--- src/assert_macros.svh ---
// Assertion shorthands shared by the RTL files.
`ifndef ASSERT_MACROS_SVH
`define ASSERT_MACROS_SVH

// Check a property on every rising clk edge outside reset.
`define ASSERT_CLK(label, prop, msg) \
  label: assert property (@(posedge clk) disable iff (rst) (prop)) else $error(msg);

// Check a property on every rising clk edge, reset included.
`define ASSERT_ALWAYS(label, prop, msg) \
  label: assert property (@(posedge clk) (prop)) else $error(msg);

`endif

--- src/ate_pkg.sv ---
// ----------------------------------------------------------------------------
// ate_pkg
// Shared widths, constants, controller states and control structs of the
// adaptive time extrapolator.
// ----------------------------------------------------------------------------
`default_nettype none

package ate_pkg;

  // Fixed point time: 64 bits, TIME_FRAC_BITS of them fraction.
  localparam int TIME_FRAC_BITS = 32;
  localparam int TIME_W         = 64;
  localparam int CNT_W          = 32;

  // Rate threshold: poll about 1024 times a second.
  localparam int POLL_SHIFT = 10;
  localparam logic [CNT_W-1:0] RATE_RESET = CNT_W'(100000);

  // Scaled quotient is capped at 2^41.
  localparam int QUOT_CAP_LOG2 = 41;
  localparam int QUOT_W        = QUOT_CAP_LOG2 + 1;
  localparam logic [QUOT_W-1:0] QUOT_CAP = QUOT_W'(1) << QUOT_CAP_LOG2;

  // One quotient bit per divider step.
  localparam int DIV_STEPS = CNT_W + TIME_FRAC_BITS;
  localparam int DIV_CNT_W = $clog2(DIV_STEPS + 1);

  typedef enum logic [1:0] {
    ST_IDLE,
    ST_EVAL,
    ST_DIV,
    ST_DONE
  } state_t;

  typedef struct packed {
    logic capture;     // latch the accepted transaction
    logic div_start;   // launch the divider
    logic div_use_dt;  // divisor is the time difference, else the rate
    logic commit;      // write the result and update state
  } ate_cmd_t;

  typedef struct packed {
    logic poll;           // count reached threshold or query changed
    logic query_changed;  // query count differs from last seen
    logic time_advanced;  // sample is past the last poll time
    logic div_done;       // divider result ready
    logic out_free;       // output register can take a result
  } ate_status_t;

endpackage

`default_nettype wire

--- src/ate_div.sv ---
// ----------------------------------------------------------------------------
// ate_div
// Restoring divider for floor(numer * 2^TIME_FRAC_BITS / denom), one quotient
// bit per cycle, with the quotient capped at QUOT_CAP.
// ----------------------------------------------------------------------------
`default_nettype none
`include "assert_macros.svh"

module ate_div (
  input  wire logic                       clk,
  input  wire logic                       rst,
  input  wire logic                       start,
  input  wire logic [ate_pkg::CNT_W-1:0]  numer,
  input  wire logic [ate_pkg::TIME_W-1:0] denom,
  output logic                            done,
  output logic [ate_pkg::QUOT_W-1:0]      quot
);
  import ate_pkg::*;

  logic                 running;
  logic [DIV_CNT_W-1:0] count;
  logic [TIME_W-1:0]    rem;
  logic [TIME_W-1:0]    dvsr;
  logic [CNT_W-1:0]     nsh;
  logic [QUOT_W-1:0]    q;
  logic                 sticky;

  logic [TIME_W-1:0] rem_sh;
  logic [TIME_W-1:0] rem_next;
  logic              take;
  logic [QUOT_W:0]   q_wide;
  logic              sticky_next;

  always_comb begin
    // Shift in the next numerator bit; zeros follow for the fraction.
    rem_sh      = {rem[TIME_W-2:0], nsh[CNT_W-1]};
    take        = rem[TIME_W-1] || (rem_sh >= dvsr);
    rem_next    = take ? (rem_sh - dvsr) : rem_sh;
    q_wide      = {q, take};
    sticky_next = sticky || (q_wide > {1'b0, QUOT_CAP});
  end

  always_ff @(posedge clk) begin
    if (rst) begin
      running <= 1'b0;
      done    <= 1'b0;
      count   <= '0;
    end else begin
      done <= 1'b0;
      if (start) begin
        running <= 1'b1;
        count   <= DIV_CNT_W'(DIV_STEPS);
      end else if (running) begin
        count <= count - DIV_CNT_W'(1);
        if (count == DIV_CNT_W'(1)) begin
          running <= 1'b0;
          done    <= 1'b1;
        end
      end
    end
  end

  always_ff @(posedge clk) begin
    if (start) begin
      rem    <= '0;
      dvsr   <= denom;
      nsh    <= numer;
      q      <= '0;
      sticky <= 1'b0;
    end else if (running) begin
      rem    <= rem_next;
      nsh    <= {nsh[CNT_W-2:0], 1'b0};
      q      <= q_wide[QUOT_W-1:0];
      sticky <= sticky_next;
    end
  end

  assign quot = sticky ? QUOT_CAP : q;

  `ASSERT_CLK(a_no_restart, start |-> !running, "divider restarted while busy")
  `ASSERT_CLK(a_done_idle, done |-> !running, "divider done while still running")
  `ASSERT_CLK(a_idle_count, !running |-> count == '0, "divider count not cleared when idle")

endmodule

`default_nettype wire

--- src/ate_ctrl.sv ---
// ----------------------------------------------------------------------------
// ate_ctrl
// Sequencer: accept a transaction, evaluate the poll decision, run the
// divider when needed and commit the result.
// ----------------------------------------------------------------------------
`default_nettype none
`include "assert_macros.svh"

module ate_ctrl (
  input  wire logic                clk,
  input  wire logic                rst,
  input  wire logic                in_valid,
  output logic                     in_stall,
  input  wire ate_pkg::ate_status_t status,
  output ate_pkg::ate_cmd_t        cmd
);
  import ate_pkg::*;

  state_t state;
  state_t state_next;

  always_ff @(posedge clk) begin
    if (rst) begin
      state <= ST_IDLE;
    end else begin
      state <= state_next;
    end
  end

  always_comb begin
    state_next = state;
    cmd        = '0;
    in_stall   = 1'b1;
    case (state)
      ST_IDLE: begin
        in_stall = 1'b0;
        if (in_valid) begin
          cmd.capture = 1'b1;
          state_next  = ST_EVAL;
        end
      end
      ST_EVAL: begin
        if (!status.poll) begin
          cmd.div_start = 1'b1;
          state_next    = ST_DIV;
        end else if (!status.query_changed && status.time_advanced) begin
          cmd.div_start  = 1'b1;
          cmd.div_use_dt = 1'b1;
          state_next     = ST_DIV;
        end else begin
          state_next = ST_DONE;
        end
      end
      ST_DIV: begin
        if (status.div_done) begin
          state_next = ST_DONE;
        end
      end
      ST_DONE: begin
        if (status.out_free) begin
          cmd.commit = 1'b1;
          state_next = ST_IDLE;
        end
      end
      default: begin
        state_next = ST_IDLE;
      end
    endcase
  end

  `ASSERT_CLK(a_accept_eval, (in_valid && !in_stall) |=> state == ST_EVAL,
              "accepted transaction not evaluated")
  `ASSERT_CLK(a_div_to_done, (state == ST_DIV && status.div_done) |=> state == ST_DONE,
              "divider result not taken")
  `ASSERT_CLK(a_commit_free, cmd.commit |-> status.out_free,
              "commit while output register busy")

endmodule

`default_nettype wire

--- src/ate_dpath.sv ---
// ----------------------------------------------------------------------------
// ate_dpath
// State registers, poll decision, rate update, extrapolation and the output
// register.
// ----------------------------------------------------------------------------
`default_nettype none
`include "assert_macros.svh"

module ate_dpath (
  input  wire logic                       clk,
  input  wire logic                       rst,
  input  wire ate_pkg::ate_cmd_t          cmd,
  output ate_pkg::ate_status_t            status,
  input  wire logic [ate_pkg::TIME_W-1:0] clock_sample,
  input  wire logic [ate_pkg::CNT_W-1:0]  query_count,
  input  wire logic                       out_stall,
  output logic                            out_valid,
  output logic [ate_pkg::TIME_W-1:0]      estimated_time,
  output logic                            polled
);
  import ate_pkg::*;

  localparam int SUM_W = QUOT_W + 1;

  logic [CNT_W-1:0]  rate;
  logic [CNT_W-1:0]  calls;
  logic [CNT_W-1:0]  last_query;
  logic [TIME_W-1:0] last_poll_time;
  logic              started;
  logic [TIME_W-1:0] sample;
  logic [CNT_W-1:0]  query;

  logic [CNT_W-1:0]  threshold;
  logic [TIME_W-1:0] dt;
  logic [TIME_W-1:0] div_denom;
  logic              div_done;
  logic [QUOT_W-1:0] quot;
  logic [SUM_W-1:0]  sum;
  logic [SUM_W-1:0]  sum_sh;
  logic [CNT_W-1:0]  rate_avg;
  logic [TIME_W:0]   extrap;
  logic [TIME_W-1:0] extrap_sat;

  always_comb begin
    threshold            = rate >> POLL_SHIFT;
    dt                   = sample - last_poll_time;
    status.query_changed = (query != last_query);
    status.poll          = (calls >= threshold) || status.query_changed;
    status.time_advanced = (sample > last_poll_time);
    status.div_done      = div_done;
    status.out_free      = !out_valid || !out_stall;
    div_denom            = cmd.div_use_dt ? dt : TIME_W'(rate);

    // 7/8 average: (8*rate - rate + q) / 8, saturated.
    sum      = (SUM_W'(rate) << 3) - SUM_W'(rate) + SUM_W'(quot);
    sum_sh   = sum >> 3;
    rate_avg = (sum_sh[SUM_W-1:CNT_W] != '0) ? '1 : sum_sh[CNT_W-1:0];

    extrap     = {1'b0, last_poll_time} + (TIME_W + 1)'(quot);
    extrap_sat = extrap[TIME_W] ? '1 : extrap[TIME_W-1:0];
  end

  ate_div u_div (
    .clk   (clk),
    .rst   (rst),
    .start (cmd.div_start),
    .numer (calls),
    .denom (div_denom),
    .done  (div_done),
    .quot  (quot)
  );

  always_ff @(posedge clk) begin
    if (rst) begin
      rate       <= RATE_RESET;
      calls      <= '0;
      last_query <= '0;
      started    <= 1'b0;
      out_valid  <= 1'b0;
    end else begin
      if (cmd.commit) begin
        out_valid <= 1'b1;
      end else if (out_valid && !out_stall) begin
        out_valid <= 1'b0;
      end
      if (cmd.capture) begin
        started <= 1'b1;
        if (calls != '1) begin
          calls <= calls + CNT_W'(1);
        end
      end
      if (cmd.commit) begin
        if (status.poll) begin
          if (!status.query_changed) begin
            rate <= status.time_advanced ? rate_avg : '1;
          end
          last_query <= query;
          calls      <= '0;
        end
      end
    end
  end

  always_ff @(posedge clk) begin
    if (cmd.capture) begin
      sample <= clock_sample;
      query  <= query_count;
    end
    if (cmd.capture && !started) begin
      last_poll_time <= clock_sample;
    end else if (cmd.commit && status.poll) begin
      last_poll_time <= sample;
    end
    if (cmd.commit) begin
      estimated_time <= status.poll ? sample : extrap_sat;
      polled         <= status.poll;
    end
  end

  `ASSERT_CLK(a_poll_reset_calls, (cmd.commit && status.poll) |=> calls == '0,
              "call count not cleared on poll")
  `ASSERT_CLK(a_commit_valid, cmd.commit |=> out_valid,
              "committed result not presented")
  `ASSERT_CLK(a_hold_stalled, (out_valid && out_stall) |=> out_valid && $stable(estimated_time) && $stable(polled),
              "stalled result changed")

endmodule

`default_nettype wire

--- src/adaptive_time_extrapolator_core.sv ---
// Flow: accept (ST_IDLE), evaluate (ST_EVAL), then on a poll with no rate
//   division (query change or no time advance) commit (ST_DONE) once the
//   output is free; otherwise the bit-serial divider (one quotient bit a
//   cycle) runs in ST_DIV first. One transaction at a time, result registered.
// Reset (rst, synchronous): rate 100000, calls and last query 0, not started,
//   no result pending; the first transaction latches its clock sample.
// ----------------------------------------------------------------------------
// adaptive_time_extrapolator_core
// Cheap wall-time estimate for a stream of call events: poll the true clock
// when the call count reaches rate/1024 or the query count moves, adapt the
// calls-per-second rate by a 7/8 average on plain polls (all ones if time did
// not advance), else output last poll time + calls/rate in 32.32 fixed point.
// ----------------------------------------------------------------------------
`default_nettype none

module adaptive_time_extrapolator_core (
  input  wire logic                       clk,
  input  wire logic                       rst,
  // input transaction
  input  wire logic                       in_valid,
  output logic                            in_stall,
  input  wire logic [ate_pkg::TIME_W-1:0] clock_sample,
  input  wire logic [ate_pkg::CNT_W-1:0]  query_count,
  // result transaction
  output logic                            out_valid,
  input  wire logic                       out_stall,
  output logic [ate_pkg::TIME_W-1:0]      estimated_time,
  output logic                            polled
);
  import ate_pkg::*;

  // Command and status between sequencer and datapath.
  ate_cmd_t    cmd;
  ate_status_t status;

  // Sequencer: take one transaction at a time, decide whether the divider runs
  // (rate update on a plain poll with time advanced, extrapolation offset
  // between polls), then commit once the output register is free. A result
  // waiting in the output register does not hold off the next input transaction.
  ate_ctrl u_ctrl (
    .clk      (clk),
    .rst      (rst),
    .in_valid (in_valid),
    .in_stall (in_stall),
    .status   (status),
    .cmd      (cmd)
  );

  // Datapath: state registers, shared divider, rate average, saturating
  // time add and the output register.
  ate_dpath u_dpath (
    .clk            (clk),
    .rst            (rst),
    .cmd            (cmd),
    .status         (status),
    .clock_sample   (clock_sample),
    .query_count    (query_count),
    .out_stall      (out_stall),
    .out_valid      (out_valid),
    .estimated_time (estimated_time),
    .polled         (polled)
  );

endmodule

`default_nettype wire
--- config.mk ---
export PLATFORM = sky130hd
export DESIGN_NAME = adaptive_time_extrapolator_core
export DESIGN_NICKNAME = d
export VERILOG_FILES = /design/src/ate_pkg.sv /design/src/ate_div.sv /design/src/ate_ctrl.sv /design/src/ate_dpath.sv /design/src/adaptive_time_extrapolator_core.sv
export VERILOG_INCLUDE_DIRS = /design/src /design/src/src
export SDC_FILE = /design/constraint.sdc
export NUM_CORES = 2
export LEC_CHECK = 0
export BUFFER_PORTS_ARGS = -buffer_cell sky130_fd_sc_hd__buf_4
export CORE_UTILIZATION = 45
export CTS_BUF_LIST = sky130_fd_sc_hd__clkbuf_4 sky130_fd_sc_hd__clkbuf_8
export DETAILED_ROUTE_END_ITERATION = 10
export GPL_TIMING_DRIVEN = 0
export PLACE_DENSITY = 0.72
export SYNTH_ARGS = -nofsm -noshare
export SYNTH_HDL_FRONTEND = slang
export SYNTH_SLANG_ARGS = --single-unit
--- constraint.sdc ---
create_clock -name clk -period 8.1 [get_ports clk]
set_input_delay 0.405 -clock clk [delete_from_list [all_inputs] [get_ports clk]]
set_output_delay 0.405 -clock clk [all_outputs]
set_load 0.01 [all_outputs]
==> flow_metrics.py <==
metrics = {
    "placement": {
        "io_buffer_count": 166,
        "dp_hpwl_mm": 88.96,
        "globalplace.congestion": 0.9937,
        "placedCellCount": 5237,
    },
    "clock_tree": {
        "clock_latency_ps": 720,
        "cts_setup_buffers": 0,
        "cts_root_buffer": "clkbuf_8",
        "cts_buffer_depth": 3,
        "htree_levels": 3,
        "cts_tree": "built",
        "cts_buffers": 92,
        "clk_pin_slew_ps": 60,
        "cts.sinks": 537,
    },
    "global_route": {
        "grt_pass1_wl_mm": 178.0,
        "grt_pass1_vias": 30580,
        "overflow": 0,
        "grt_start_max_net_pins": 63,
        "antenna_found_initial": 7,
        "groute.usage.overall_pct": 28.04,
    },
    "critical_path": {
        "crit_family": "compound AO/OA/AOI/OAI gates",
        "path_depth": 27,
        "worstRegToRegCells": 27,
        "required_ps": 8670,
        "cp_slowest_cell": "a2111oi_0",
        "critPathKind": "reg2reg",
        "max_stage_delay_ps": 680,
        "crit_fanout": 9,
        "crit_path_start_kind": "flip-flop",
        "crit_arrival_ps": 7900,
        "end_kind": "flip-flop",
        "path_buf_inv": 3,
    },
    "floorplanning": {
        "io_pins": 167,
        "die_height_um": 285.4,
        "start_util_pct": 45.61,
        "dieArea_um2": 81460,
        "rows": 103,
        "coreArea_um2": 79260,
        "die_w_um": 285.4,
    },
    "power": {
        "irDropWorstVdd_mv": 0.2991,
        "power.switching_w": 0.003767,
        "clock_power_share_pct": 27.4,
        "leakagePower_nw": 17.25,
        "switching_share_pct": 37.71,
        "p_per_area_nw_per_um2": 238.8,
        "total_power_w": 0.009990,
        "comb_power_share_pct": 36.1,
        "p_int_w": 0.006223,
        "seqPwrFrac_pct": 36.5,
    },
    "timing": {
        "setup_violations": 0,
        "holdWs_ps": 242.1,
        "min_period_ps": 7335,
        "hold_violations": 0,
        "drv_slew": 0,
        "rsz0062_at_grt": "no",
        "tightest_slew_ps": 1234,
        "relSlewSlack_pct": 17.10,
        "fmaxAchievable_ghz": 0.1363,
        "min_period_over_period_pct": 90.55,
        "skew_ps": 43.83,
        "setup_tns_ps": 0,
    },
    "route": {
        "first_iter_violations": 2818,
        "drc": 0,
        "drtPass1Iterations": 6,
        "ant_nets": 0,
        "vias": 32240,
        "wire_per_inst_um": 21.28,
        "vias_per_cell": 5.852,
        "routed_wl_mm": 117.3,
    },
    "worst_hold_path": {
        "min_path_cells": 4,
        "hold_class": "in2reg",
    },
    "logic_synthesis": {
        "syn_nets": 4394,
        "syn_area_um2": 36150,
        "synthTopCellsByArea": "edfxtp_1, dfxtp_1, ha_1",
        "ys_ff_latch": 537,
        "yosysTopAreaCell": "edfxtp_1",
        "synthArstFlopShare_pct": 0,
        "yosysSeqAreaShare_pct": 38.63,
        "yosysUniqueCellTypes": 90,
        "synth-main-ff-cell": "edfxtp_1",
        "ys.warnings.count": 0,
        "synth_edf_count": 321,
        "syn-instance-count": 4016,
        "synth_top_area_share_pct": 26.67,
        "syn_area_per_cell_um2": 9.001,
    },
    "cells_and_area": {
        "drive_above_1_share_pct": 11.24,
        "n_fill_cell": 7302,
        "fin_cells": 5510,
        "area_delta_synth_final_pct": 15.74,
        "fin_util_pct": 52.79,
        "nets": 4756,
    },
    "job": {
        "cap_violations": 0,
    },
    "outcome": {
        "status": "completed",
    },
}
-- cell usage after synthesis (26+ instances only) --
cell	count
mux2_2	99
a211oi_1	32
and3_1	34
mux2i_1	52
nand3_1	83
xnor2_1	186
a311oi_1	41
nor2_1	378
edfxtp_1	321
nor4_1	36
a21o_1	136
nand4_1	72
nor2b_1	74
o21a_1	26
o21bai_1	42
a21oi_1	378
clkbuf_1	157
nand2b_1	46
xor2_1	98
inv_1	241
nor3_1	57
nand2_1	394
o21ai_0	181
a31oi_1	46
dfxtp_1	216
ha_1	275
-- worst reg2reg max path, cell delays in order, from the launching register on --
cell and delay [ps]:
dfxtp_1 450, inv_1 80, ha_1 320, and3b_1 190
o21ai_0 110, a2111oi_0 680, nor3_1 190, nor2_1 390
o21bai_1 160, o311a_1 350, nor2_1 170, o21ai_0 130
nor2b_1 160, xnor2_1 260, ha_1 290, buf_2 170
and4_1 260, and2_1 180, a41o_1 260, a211o_1 270
a2111oi_0 570, a211oi_1 130, xnor2_1 220, nand3b_1 90
or4_1 510, buf_2 190, nor4_1 290, a21oi_1 110
-- registers in the layout (all words and copies together) (netlist names) --
name,cells
u_dpath.u_div.running,1
u_dpath.query,32
u_dpath.u_div.nsh,32
u_dpath.last_poll_time,64
u_dpath.polled,1
u_dpath.u_div.sticky,1
u_dpath.out_valid,1
u_dpath.u_div.q,42
u_dpath.u_div.rem,64
u_dpath.u_div.done,1
u_dpath.sample,64
u_dpath.estimated_time,64
u_ctrl.state,2
u_dpath.started,1
u_dpath.calls,32
u_dpath.u_div.dvsr,64
u_dpath.u_div.count,7
u_dpath.last_query,32
u_dpath.rate,32
-- cell families after synthesis --
family	after synthesis	share of synthesized area [%]
AOI/OAI and AO/OA	1083	19.44
DFF	537	38.63
buffers and inverters	419	4.434
and+or+nand+nor	1264	16.41
muxes	151	4.524
adders and majority gates	278	9.685
xor gates and xnor gates	284	6.881
-- area by class of cell --
class | instances | area [um2] | share of cell area [%]
buffer | 177 | 698.2 | 1.669
tap | 1050 | 1314 | 3.140
clock inverter | 51 | 470.5 | 1.125
clock buffer | 122 | 1541 | 3.685
sequential | 537 | 13960 | 33.38
multi-input combinational | 3060 | 20600 | 49.25
inverter | 242 | 910.9 | 2.177
antenna | 3 | 7.507 | 0.01794
timing repair buffer | 268 | 2327 | 5.563
-- through the flow --
stage,area [um2],setup WS (ps)
after floorplan,36150,2454
after global placement,38710,-734.8
after detailed placement,38840,1034
after CTS,41830,983.7
after global routing,41830,464.4
final,41840,765.1
-- power groups by stage --
| stage | combinational, W | sequential [W] | clock, W |
|---|---|---|---|
| 2_1_floorplan | 0.00243 | 0.00362 | 0 |
| 3_3_place_gp | 0.00340 | 0.00373 | 0 |
| 3_5_place_dp | 0.00346 | 0.00369 | 0 |
| 4_1_cts | 0.00352 | 0.00363 | 0.00277 |
| 5_1_grt | 0.00390 | 0.00368 | 0.00288 |
| 6_report | 0.00361 | 0.00365 | 0.00274 |
-- cells in the final DEF, fill, tap and decap left out, types with 41 or more instances in the layout --
cell / n
a21o_1: 136
a21oi_1: 378
a311oi_1: 41
a31oi_1: 46
buf_4: 167
clkbuf_1: 156
clkbuf_8: 100
dfxtp_1: 216
dlygate4sd3_1: 97
edfxtp_1: 321
ha_1: 275
inv_1: 240
mux2_2: 99
mux2i_1: 52
nand2_1: 393
nand2b_1: 45
nand3_1: 83
nand4_1: 72
nor2_1: 378
nor2b_1: 74
nor3_1: 57
o21ai_0: 181
o21bai_1: 42
xnor2_1: 186
xor2_1: 98
-- metal layers --
metal / GRT usage, % / routed length (um) / vias to the layer above
met5: 0 / 7 / -
met4: 14.80 / 6222 / 2
met3: 4.107 / 9255 / 263
met2: 43.05 / 50730 / 1433
met1: 38.23 / 51040 / 15260
li1: - / - / 15290
-- worst paths after layout --
path,startpoint,endpoint,slack [ps]
min reg2reg,u_dpath.last_query[6],u_dpath.last_query[6],470
min,in_valid,u_ctrl.state[1],240
max reg2reg,u_dpath.rate[3],u_dpath.rate[15],770
max,u_dpath.rate[3],u_dpath.rate[15],770
-- what timing repair did --
| item | CTS | global route |
|---|---|---|
| hold buffers | 97 | 0 |
| hold endpoints to repair | 142 | 0 |
| gates resized for setup | 0 | 0 |
Note: power is estimated with default switching activity, not from simulation.
